`config.mk`:
```
export PLATFORM = sky130hd
export DESIGN_NAME = vector_angle_degrees
export DESIGN_NICKNAME = d
export VERILOG_FILES = /design/src/vad_pkg.sv /design/src/vad_prep.sv /design/src/vad_cordic.sv /design/src/vad_finish.sv /design/src/vector_angle_degrees.sv
export SDC_FILE = /design/constraint.sdc
export NUM_CORES = 2
export LEC_CHECK = 0
export BUFFER_PORTS_ARGS = -buffer_cell sky130_fd_sc_hd__buf_2
export CAP_MARGIN = 10
export CORE_AREA = 2 2 722 724
export CTS_CLUSTER_DIAMETER = 80
export DETAILED_ROUTE_END_ITERATION = 10
export DIE_AREA = 0 0 724 726
export PLACE_DENSITY = 0.45
export SLEW_MARGIN = 20
export SYNTH_ARGS = -nofsm -noshare
export SYNTH_HDL_FRONTEND = slang
export SYNTH_SLANG_ARGS = --single-unit
```
`constraint.sdc`:
```
create_clock -name clk -period 19.95 [get_ports clk]
set_clock_uncertainty 0.05 [all_clocks]
set_input_delay 1.995 -clock clk [delete_from_list [all_inputs] [get_ports clk]]
set_output_delay 1.995 -clock clk [all_outputs]
set_load 0.02 [all_outputs]
```
`src/vad_pkg.sv`:
```
`timescale 1ns / 1ps
// shared types, widths and constants for the vector angle pipeline
// no dependencies; imported by every module of the block
package vad_pkg;

    localparam int ITERATIONS    = 16;
    localparam int FRACTION_BITS = 7;
    localparam int ANG_FRAC      = 24;
    localparam int VEC_SCALE     = 20;
    localparam int TABLE_LEN     = 24;

    localparam int NUM_ITER = (ITERATIONS < TABLE_LEN) ? ITERATIONS : TABLE_LEN;

    localparam int COORD_W = 16;
    localparam int ANGLE_W = 16;
    localparam int DIFF_W  = COORD_W + 1;
    localparam int VEC_PAD = 3;
    localparam int VEC_W   = VEC_PAD + DIFF_W + VEC_SCALE;
    localparam int ANG_W   = ANG_FRAC + 10;
    localparam int RSHIFT  = ANG_FRAC - FRACTION_BITS;
    localparam int R_W     = ANG_W - RSHIFT;

    localparam logic [ANG_W-1:0] Z_HALF     = ANG_W'(64'd180 << ANG_FRAC);
    localparam logic [ANG_W-1:0] Z_FULL     = ANG_W'(64'd360 << ANG_FRAC);
    localparam logic [ANG_W-1:0] ROUND_HALF = ANG_W'(64'd1 << (RSHIFT - 1));
    localparam logic [R_W-1:0]   LIMIT      = R_W'(64'd360 << FRACTION_BITS);

    // atan(2^-i) in degrees, 24 fraction bits
    localparam logic [31:0] ATAN_TABLE [TABLE_LEN] = '{
        32'd754974720, 32'd445687602, 32'd235489089, 32'd119537938,
        32'd60000934,  32'd30029717,  32'd15018523,  32'd7509720,
        32'd3754917,   32'd1877466,   32'd938734,    32'd469367,
        32'd234683,    32'd117342,    32'd58671,     32'd29335,
        32'd14668,     32'd7334,      32'd3667,      32'd1833,
        32'd917,       32'd458,       32'd229,       32'd115
    };

    typedef struct packed {
        logic signed [VEC_W-1:0] x;
        logic signed [VEC_W-1:0] y;
        logic signed [ANG_W-1:0] z;
        logic                    zero;
    } vec_t;

endpackage

```
`src/vad_prep.sv`:
```
`timescale 1ns / 1ps
// input stage: coordinate differences, left half plane fold, scaling
// depends on vad_pkg
module vad_prep import vad_pkg::*; (
    input  logic                      clk,
    input  logic                      rst_n,
    input  logic                      valid,
    input  logic signed [COORD_W-1:0] origin_x,
    input  logic signed [COORD_W-1:0] origin_y,
    input  logic signed [COORD_W-1:0] target_x,
    input  logic signed [COORD_W-1:0] target_y,
    input  logic                      next_accept,
    output logic                      accept,
    output logic                      vld,
    output vec_t                      vec
);

    logic                     v_reg;
    vec_t                     vec_reg;
    vec_t                     vec_next;
    logic signed [DIFF_W-1:0] dx;
    logic signed [DIFF_W-1:0] dy;
    logic signed [DIFF_W-1:0] fx;
    logic signed [DIFF_W-1:0] fy;
    logic                     flip;

    always_comb
    begin
        dx   = DIFF_W'(target_x) - DIFF_W'(origin_x);
        dy   = DIFF_W'(target_y) - DIFF_W'(origin_y);
        flip = dx[DIFF_W-1];
        fx   = flip ? -dx : dx;
        fy   = flip ? -dy : dy;
        vec_next.x    = {{VEC_PAD{fx[DIFF_W-1]}}, fx, {VEC_SCALE{1'b0}}};
        vec_next.y    = {{VEC_PAD{fy[DIFF_W-1]}}, fy, {VEC_SCALE{1'b0}}};
        vec_next.z    = flip ? Z_HALF : '0;
        vec_next.zero = (dx == '0) && (dy == '0);
    end

    assign accept = !v_reg || next_accept;

    always_ff @(posedge clk or negedge rst_n)
    begin
        if (!rst_n)
        begin
            v_reg <= 1'b0;
        end
        else if (accept)
        begin
            v_reg <= valid;
        end
    end

    always_ff @(posedge clk)
    begin
        if (accept && valid)
        begin
            vec_reg <= vec_next;
        end
    end

    assign vld = v_reg;
    assign vec = vec_reg;

endmodule

```
`src/vad_cordic.sv`:
```
`timescale 1ns / 1ps
// vectoring cordic, one registered stage per iteration
// depends on vad_pkg
module vad_cordic import vad_pkg::*; (
    input  logic clk,
    input  logic rst_n,
    input  logic vld_in,
    input  vec_t vec_in,
    input  logic next_accept,
    output logic accept,
    output logic vld,
    output vec_t vec
);

    logic [NUM_ITER:0]   en;
    logic [NUM_ITER-1:0] v_arr;
    vec_t                st_arr [NUM_ITER];

    assign en[NUM_ITER] = next_accept;

    for (genvar i = 0; i < NUM_ITER; i++)
    begin : g_iter
        vec_t                    src;
        vec_t                    res;
        logic                    src_v;
        logic                    v_reg;
        vec_t                    st_reg;
        logic signed [VEC_W-1:0] xs;
        logic signed [VEC_W-1:0] ys;
        logic signed [ANG_W-1:0] ang;

        if (i == 0)
        begin : g_first
            assign src   = vec_in;
            assign src_v = vld_in;
        end
        else
        begin : g_rest
            assign src   = st_arr[i-1];
            assign src_v = v_arr[i-1];
        end

        assign xs  = src.x >>> i;
        assign ys  = src.y >>> i;
        assign ang = ANG_W'(ATAN_TABLE[i]);

        always_comb
        begin
            res.zero = src.zero;
            if (!src.y[VEC_W-1] && (src.y != '0))
            begin
                res.x = src.x + ys;
                res.y = src.y - xs;
                res.z = src.z + ang;
            end
            else
            begin
                res.x = src.x - ys;
                res.y = src.y + xs;
                res.z = src.z - ang;
            end
        end

        assign en[i] = !v_reg || en[i+1];

        always_ff @(posedge clk or negedge rst_n)
        begin
            if (!rst_n)
            begin
                v_reg <= 1'b0;
            end
            else if (en[i])
            begin
                v_reg <= src_v;
            end
        end

        always_ff @(posedge clk)
        begin
            if (en[i] && src_v)
            begin
                st_reg <= res;
            end
        end

        assign v_arr[i]  = v_reg;
        assign st_arr[i] = st_reg;
    end

    assign accept = en[0];
    assign vld    = v_arr[NUM_ITER-1];
    assign vec    = st_arr[NUM_ITER-1];

endmodule

```
`src/vad_finish.sv`:
```
`timescale 1ns / 1ps
// output stages: wrap negative angle, round, wrap at 360, output register
// depends on vad_pkg
module vad_finish import vad_pkg::*; (
    input  logic               clk,
    input  logic               rst_n,
    input  logic               vld_in,
    input  vec_t               vec_in,
    input  logic               angle_stall,
    output logic               accept,
    output logic               angle_valid,
    output logic [ANGLE_W-1:0] angle_deg
);

    logic               va_reg;
    logic               vb_reg;
    logic               vc_reg;
    logic               en_a;
    logic               en_b;
    logic               en_c;
    logic [ANG_W-1:0]   za_reg;
    logic [ANG_W-1:0]   za_next;
    logic               zero_a_reg;
    logic [R_W-1:0]     r_reg;
    logic [R_W-1:0]     r_next;
    logic [ANG_W-1:0]   sum;
    logic               zero_b_reg;
    logic [R_W-1:0]     wrapped;
    logic [ANGLE_W-1:0] angle_reg;
    logic [ANGLE_W-1:0] angle_next;

    assign en_c = !vc_reg || !angle_stall;
    assign en_b = !vb_reg || en_c;
    assign en_a = !va_reg || en_b;

    always_comb
    begin
        za_next    = vec_in.z[ANG_W-1] ? (vec_in.z + Z_FULL) : vec_in.z;
        sum        = za_reg + ROUND_HALF;
        r_next     = sum[ANG_W-1:RSHIFT];
        wrapped    = (r_reg >= LIMIT) ? (r_reg - LIMIT) : r_reg;
        angle_next = zero_b_reg ? '0 : ANGLE_W'(wrapped);
    end

    always_ff @(posedge clk or negedge rst_n)
    begin
        if (!rst_n)
        begin
            va_reg <= 1'b0;
            vb_reg <= 1'b0;
            vc_reg <= 1'b0;
        end
        else
        begin
            if (en_a)
            begin
                va_reg <= vld_in;
            end
            if (en_b)
            begin
                vb_reg <= va_reg;
            end
            if (en_c)
            begin
                vc_reg <= vb_reg;
            end
        end
    end

    always_ff @(posedge clk)
    begin
        if (en_a && vld_in)
        begin
            za_reg     <= za_next;
            zero_a_reg <= vec_in.zero;
        end
        if (en_b && va_reg)
        begin
            r_reg      <= r_next;
            zero_b_reg <= zero_a_reg;
        end
        if (en_c && vb_reg)
        begin
            angle_reg <= angle_next;
        end
    end

    assign accept      = en_a;
    assign angle_valid = vc_reg;
    assign angle_deg   = angle_reg;

endmodule

```
`src/vector_angle_degrees.sv`:
```
`timescale 1ns / 1ps
// top level of the vector angle pipeline
// depends on vad_pkg, vad_prep, vad_cordic, vad_finish
//
// Gives the direction from origin to target in degrees, 0 up to but not
// including 360, unsigned with 7 fraction bits; equal points give 0. The block
// is a fully pipelined vectoring cordic: one register stage for the
// differences, one per cordic iteration (16), and three for wrap, rounding
// and the output register. One point pair is taken every cycle unless
// pair_stall is high. Every stage has its own valid bit and advances when it
// is empty or the stage after it advances, so empty slots close up while the
// output is stalled; the input stalls only once all 20 stages hold an item.
module vector_angle_degrees import vad_pkg::*; (
    input  logic                      clk,
    input  logic                      rst_n,
    input  logic                      pair_valid,
    output logic                      pair_stall,
    input  logic signed [COORD_W-1:0] origin_x,
    input  logic signed [COORD_W-1:0] origin_y,
    input  logic signed [COORD_W-1:0] target_x,
    input  logic signed [COORD_W-1:0] target_y,
    output logic                      angle_valid,
    input  logic                      angle_stall,
    output logic [ANGLE_W-1:0]        angle_deg
);

    logic prep_accept;
    logic prep_vld;
    vec_t prep_vec;
    logic cordic_accept;
    logic cordic_vld;
    vec_t cordic_vec;
    logic finish_accept;

    vad_prep u_prep (
        .clk         (clk),
        .rst_n       (rst_n),
        .valid       (pair_valid),
        .origin_x    (origin_x),
        .origin_y    (origin_y),
        .target_x    (target_x),
        .target_y    (target_y),
        .next_accept (cordic_accept),
        .accept      (prep_accept),
        .vld         (prep_vld),
        .vec         (prep_vec)
    );

    vad_cordic u_cordic (
        .clk         (clk),
        .rst_n       (rst_n),
        .vld_in      (prep_vld),
        .vec_in      (prep_vec),
        .next_accept (finish_accept),
        .accept      (cordic_accept),
        .vld         (cordic_vld),
        .vec         (cordic_vec)
    );

    vad_finish u_finish (
        .clk         (clk),
        .rst_n       (rst_n),
        .vld_in      (cordic_vld),
        .vec_in      (cordic_vec),
        .angle_stall (angle_stall),
        .accept      (finish_accept),
        .angle_valid (angle_valid),
        .angle_deg   (angle_deg)
    );

    assign pair_stall = !prep_accept;

endmodule

```
### Word level (Yosys, flattened, before mapping)

Cells that the tools add are included.

| cells by class | value |
|---|---|
| add/sub/neg operators | 98 |
| $lt $le $gt $ge | 1 |
| mux-type cells | 21 |
| reduce and logical (&&, ||, !) cells | 113 |

Operators with widths:

| kind | count |
|---|---|
| $mux 114 | 15 |
| $reduce_bool 40->1 | 16 |
| $add 40x26->40 | 2 |
| $add 40x27->40 | 2 |
| $add 40x28->40 | 2 |
| $add 40x29->40 | 2 |
| $add 40x30->40 | 2 |
| $add 40x31->40 | 2 |
| $add 40x32->40 | 2 |
| $add 40x33->40 | 2 |
| $add 40x34->40 | 2 |
| $add 40x35->40 | 2 |
| $add 40x36->40 | 2 |
| $add 40x37->40 | 2 |
| $add 40x38->40 | 2 |
| $add 40x39->40 | 2 |
| $sub 40x26->40 | 2 |
| $sub 40x27->40 | 2 |
| $sub 40x28->40 | 2 |
| $sub 40x29->40 | 2 |
| $sub 40x30->40 | 2 |
| $sub 40x31->40 | 2 |
| $sub 40x32->40 | 2 |
| $sub 40x33->40 | 2 |
| other kinds (54) | 158 |

| storage, ports and cells | value |
|---|---|
| bits in registers | 1878 |
| bits of input ports | 68 |
| output and inout port bits | 18 |

### Logic depth before layout (Yosys ltp)

| depth | value |
|---|---|
| word-level depth | 22 |
| depth in mapped cells | 28 |
| gate-level depth less buffers | 26 |

### By module

Synthesis repeated with hierarchy kept, for this count alone.

| second synthesis, totals | value |
|---|---|
| cell total of the unflattened synthesis | 17516 |
| area total of the unflattened synthesis | 167582.0 um^2 |

By module, submodules not included:

| module | times used | cells each | area an instance (um^2) | sequential area each (um^2) |
|---|---|---|---|---|
| vad_cordic | 1 | 16844 | 160674.1 | 55623.3 |
| vad_prep | 1 | 497 | 4356.7 | 1106.1 |
| vad_finish | 1 | 174 | 2547.4 | 1666.6 |
| vector_angle_degrees | 1 | 1 | 3.8 | 0.0 |

### Worst setup path after synthesis

No wires, ideal clock.

| timing path | value |
|---|---|
| kind | in2reg |
| from | in angle_stall |
| to | reg u_cordic.g_iter[6].st_reg[0] (netlist name), enable pin |
| arrival time | 7.580 ns |
| setup slack | 11.718 ns |
| cell stages on the path | 6 |
| path buffers | 0 |
| cell sequence | nand4_1 > inv_1 > and3_1 > nand2_1 > nor3_1 > nor2b_1 |

| between the ends | value |
|---|---|
| word-level cells in the longest chain between the ends | 15 |

RTL lines:

| what | RTL line | source |
|---|---|---|
| start, declared | vector_angle_degrees.sv:23 | `input logic angle_stall,` |
| $logic_not 1->1 | vad_finish.sv:32 | `assign en_c = !vc_reg \|\| !angle_stall;` |
| $logic_or 1x1->1 | vad_finish.sv:32 |  |
| $logic_or 1x1->1 | vad_finish.sv:33 | `assign en_b = !vb_reg \|\| en_c;` |
| $logic_or 1x1->1 | vad_finish.sv:34 | `assign en_a = !va_reg \|\| en_b;` |
| $logic_or 1x1->1 (10 in a row) | vad_cordic.sv:64 | `assign en[i] = !v_reg \|\| en[i+1];` |
| $logic_and 1x1->1 | vad_cordic.sv:80 | `if (en[i] && src_v)` |
| end signal, assigned | vad_cordic.sv:82 | `st_reg <= res;` |
| end, declared | vad_cordic.sv:27 | `vec_t st_reg;` |

Every way passes these cells.
A chain may end at the register's enable or synchronous reset.

==> results.py <==
metrics = {
    "finish": {
        "largest_register_ffs": 1314,
        "layout-drive-gt1-share": 0.0477,
        "multi_input_area_sq_mm": 0.0797,
        "ff_latch_area_sq_mm": 0.0466,
        "syn_to_final_growth_pct": 12.4,
        "fill_cells": 55038,
        "nNetsFinal": 15206,
        "utilization": 0.280,
    },
    "route": {
        "initialDrtViolationCount": 5719,
        "drc": 0,
        "ant_nets": 0,
        "routed_wl_mm": 361,
        "first_pass_iters": 7,
        "dr_total_vias": 98989,
        "viasPerCell": 4.77,
        "drt-wirelength-per-cell_um": 17.4,
    },
    "clock_tree": {
        "cts_root_buf": "clkbuf_16",
        "clock_sinks": 1556,
        "cts_setup_buffers": 0,
        "ctsResizeCount": 0,
        "clk_pin_slew_ns": 0.06,
        "cts_hold_buf": 0,
        "cts_tree": "built",
        "insertion_delay_ns": 0.97,
        "cts_buffer_depth": 4,
        "htree_levels": 4,
        "cts_made_buffers": 202,
    },
    "sta": {
        "post-route-period-util": 0.419,
        "worstMarginPinSlew_ns": 1.31,
        "tns_ns": 0,
        "hold_viol": 0,
        "rsz0062_at_grt": "false",
        "worst_slack_ns": 11.59,
        "slew_headroom": 0.121,
        "max_freq_mhz": 120,
        "setup_viol": 0,
        "slew_violations": 0,
        "whs_ns": 0.289,
        "min_period_ns": 8.36,
    },
    "synthesis": {
        "synth_area_per_cell_sq_um": 9.60,
        "syn_area_sq_mm": 0.129,
        "synth_cells": 13438,
        "synthFlopType": "edfxtp_1",
        "synth_enable_flop_cells": 1536,
        "synthDistinctLibCells": 96,
        "async_flop_share": 0.0129,
        "yosysWarnings": 0,
        "ys_seq_area_frac": 0.361,
        "ys_ff_latch": 1556,
    },
    "hold_path": {
        "hp-class": "register to register",
        "min_from": "u_cordic.g_iter[5].st_reg[0]",
        "hold_end": "u_cordic.g_iter[6].st_reg[0]",
        "hold_depth": 0,
    },
    "die": {
        "initial_utilization": 0.249,
        "die_w_um": 724,
        "io_pins": 86,
        "die_h_um": 726,
        "dieArea_sq_mm": 0.526,
        "rows": 265,
        "core_sq_mm": 0.519,
    },
    "setup_path": {
        "cpMaxStageDelayCell": "buf_4",
        "slowest_delay_ns": 0.60,
        "crit_start": "u_cordic.g_iter[8].st_reg[47]",
        "crit_path_end_kind": "register",
        "rrSetupSlack_ns": 11.59,
        "r2r_end": "u_cordic.g_iter[10].src[74]",
        "cp_top_family": "compound AO/OA/AOI/OAI gates",
        "rr_startpoint": "u_cordic.g_iter[8].st_reg[47]",
        "cp_max_fo": 63,
        "critPathRequiredTime_ns": 20.54,
        "arrival_ns": 8.95,
        "path_buf_inv": 4,
        "start_kind": "register",
        "rr_worst_depth": 26,
        "critical_path_class": "register to register",
    },
    "global_route": {
        "gr-total-overflow": 0,
        "antenna_found_initial": 5,
        "grt_use_total": 0.132,
        "first_global_vias": 95929,
        "grt_max_degree": 71,
        "grt_pass1_wl_mm": 561,
    },
    "run_status": {
        "status": "completed",
    },
    "placed_design": {
        "io_buffers": 85,
        "place_ws_ns": 11.44,
        "dpl.hpwl_mm": 294,
        "gp_congestion": 0.872,
    },
    "run": {
        "maxCapViolCount": 0,
    },
}
-- cell usage after synthesis, types with 177 or more instances --
library cell / instances / share of area
edfxtp_1: 1536 / 0.36
ha_1: 1442 / 0.14
xnor2_1: 1273 / 0.086
a21oi_1: 1237 / 0.048
nor2_1: 1011 / 0.029
o21ai_0: 760 / 0.029
nand2_1: 757 / 0.022
xor2_1: 632 / 0.043
inv_1: 613 / 0.018
a21o_1: 525 / 0.031
nor3_1: 398 / 0.015
nand3_1: 272 / 0.011
nand2b_1: 239 / 0.012
nor2b_1: 219 / 0.011
o31ai_1: 218 / 0.013
o21bai_1: 177 / 0.010
-- worst max-delay path by stage --
stage | endpoint | slack (ns) | cells after the start
floorplan | u_cordic.g_iter[6].st_reg[0] | 11.72 | 6
global placement | u_cordic.g_iter[8].st_reg[61] | 11.33 | 24
detailed placement | u_cordic.g_iter[10].st_reg[71] | 11.44 | 23
CTS | u_cordic.g_iter[10].st_reg[71] | 11.41 | 23
global route | u_cordic.g_iter[10].st_reg[73] | 10.81 | 23
finish | u_cordic.g_iter[10].src[74] | 11.59 | 26
-- through the flow --
stage | cell area, sq um | std cells
after floorplan | 129000 | 13480
after global placement | 138000 | 20398
after detailed placement | 138000 | 20398
after CTS | 145000 | 20765
after global routing | 145000 | 20767
final | 145000 | 20767
-- logic make-up (layout without fill, tap and decap cells) --
group / count (synthesis) / count (layout) / share of synthesized area
other: 1 / 45 / 0.0000291
and+or+nand+nor: 3764 / 3764 / 0.145
muxes: 76 / 76 / 0.00596
adders and majority gates: 1478 / 1478 / 0.145
AOI/OAI and AO/OA: 3857 / 3857 / 0.190
xor gates and xnor gates: 1905 / 1905 / 0.129
buffers and inverters: 801 / 1144 / 0.0234
DFF: 1556 / 1556 / 0.361
-- cells in the final DEF (no fill, tap or decap), types with 109 or more instances in the layout --
cell,n
or3_1,159
xor2_1,632
and3_1,113
o21a_1,158
a211oi_1,109
a21oi_1,1237
nor4_1,113
nor2_1,1010
nor3_1,398
o21ai_0,760
o21bai_1,177
nand2_1,755
inv_1,613
nor2b_1,214
ha_1,1442
clkbuf_16,203
nand3_1,272
nand2b_1,238
xnor2_1,1273
edfxtp_1,1536
a21o_1,524
o31ai_1,215
-- routing by layer --
layer	global-route usage	wire length, um	up-vias	share of wire
met3	0.0126	10900	375	0.030
met2	0.236	178000	1376	0.49
met4	0.0290	7630	0	0.021
met1	0.172	164000	46797	0.45
met5	0	0	-	0
li1	-	-	50441	-
-- area by class of cell --
| class | instances | area share |
|---|---|---|
| inverters | 621 | 0.0161 |
| multi-input cells | 11123 | 0.550 |
| diodes | 2 | 0.0000345 |
| clock buffers | 235 | 0.0358 |
| flip-flops and latches | 1556 | 0.321 |
| repair buffers | 156 | 0.00661 |
| clock inverters | 132 | 0.0105 |
| well taps | 6942 | 0.0599 |
Power is not shown: default switching activity piles up to over one toggle a cycle in this logic, so the estimate is an artifact.
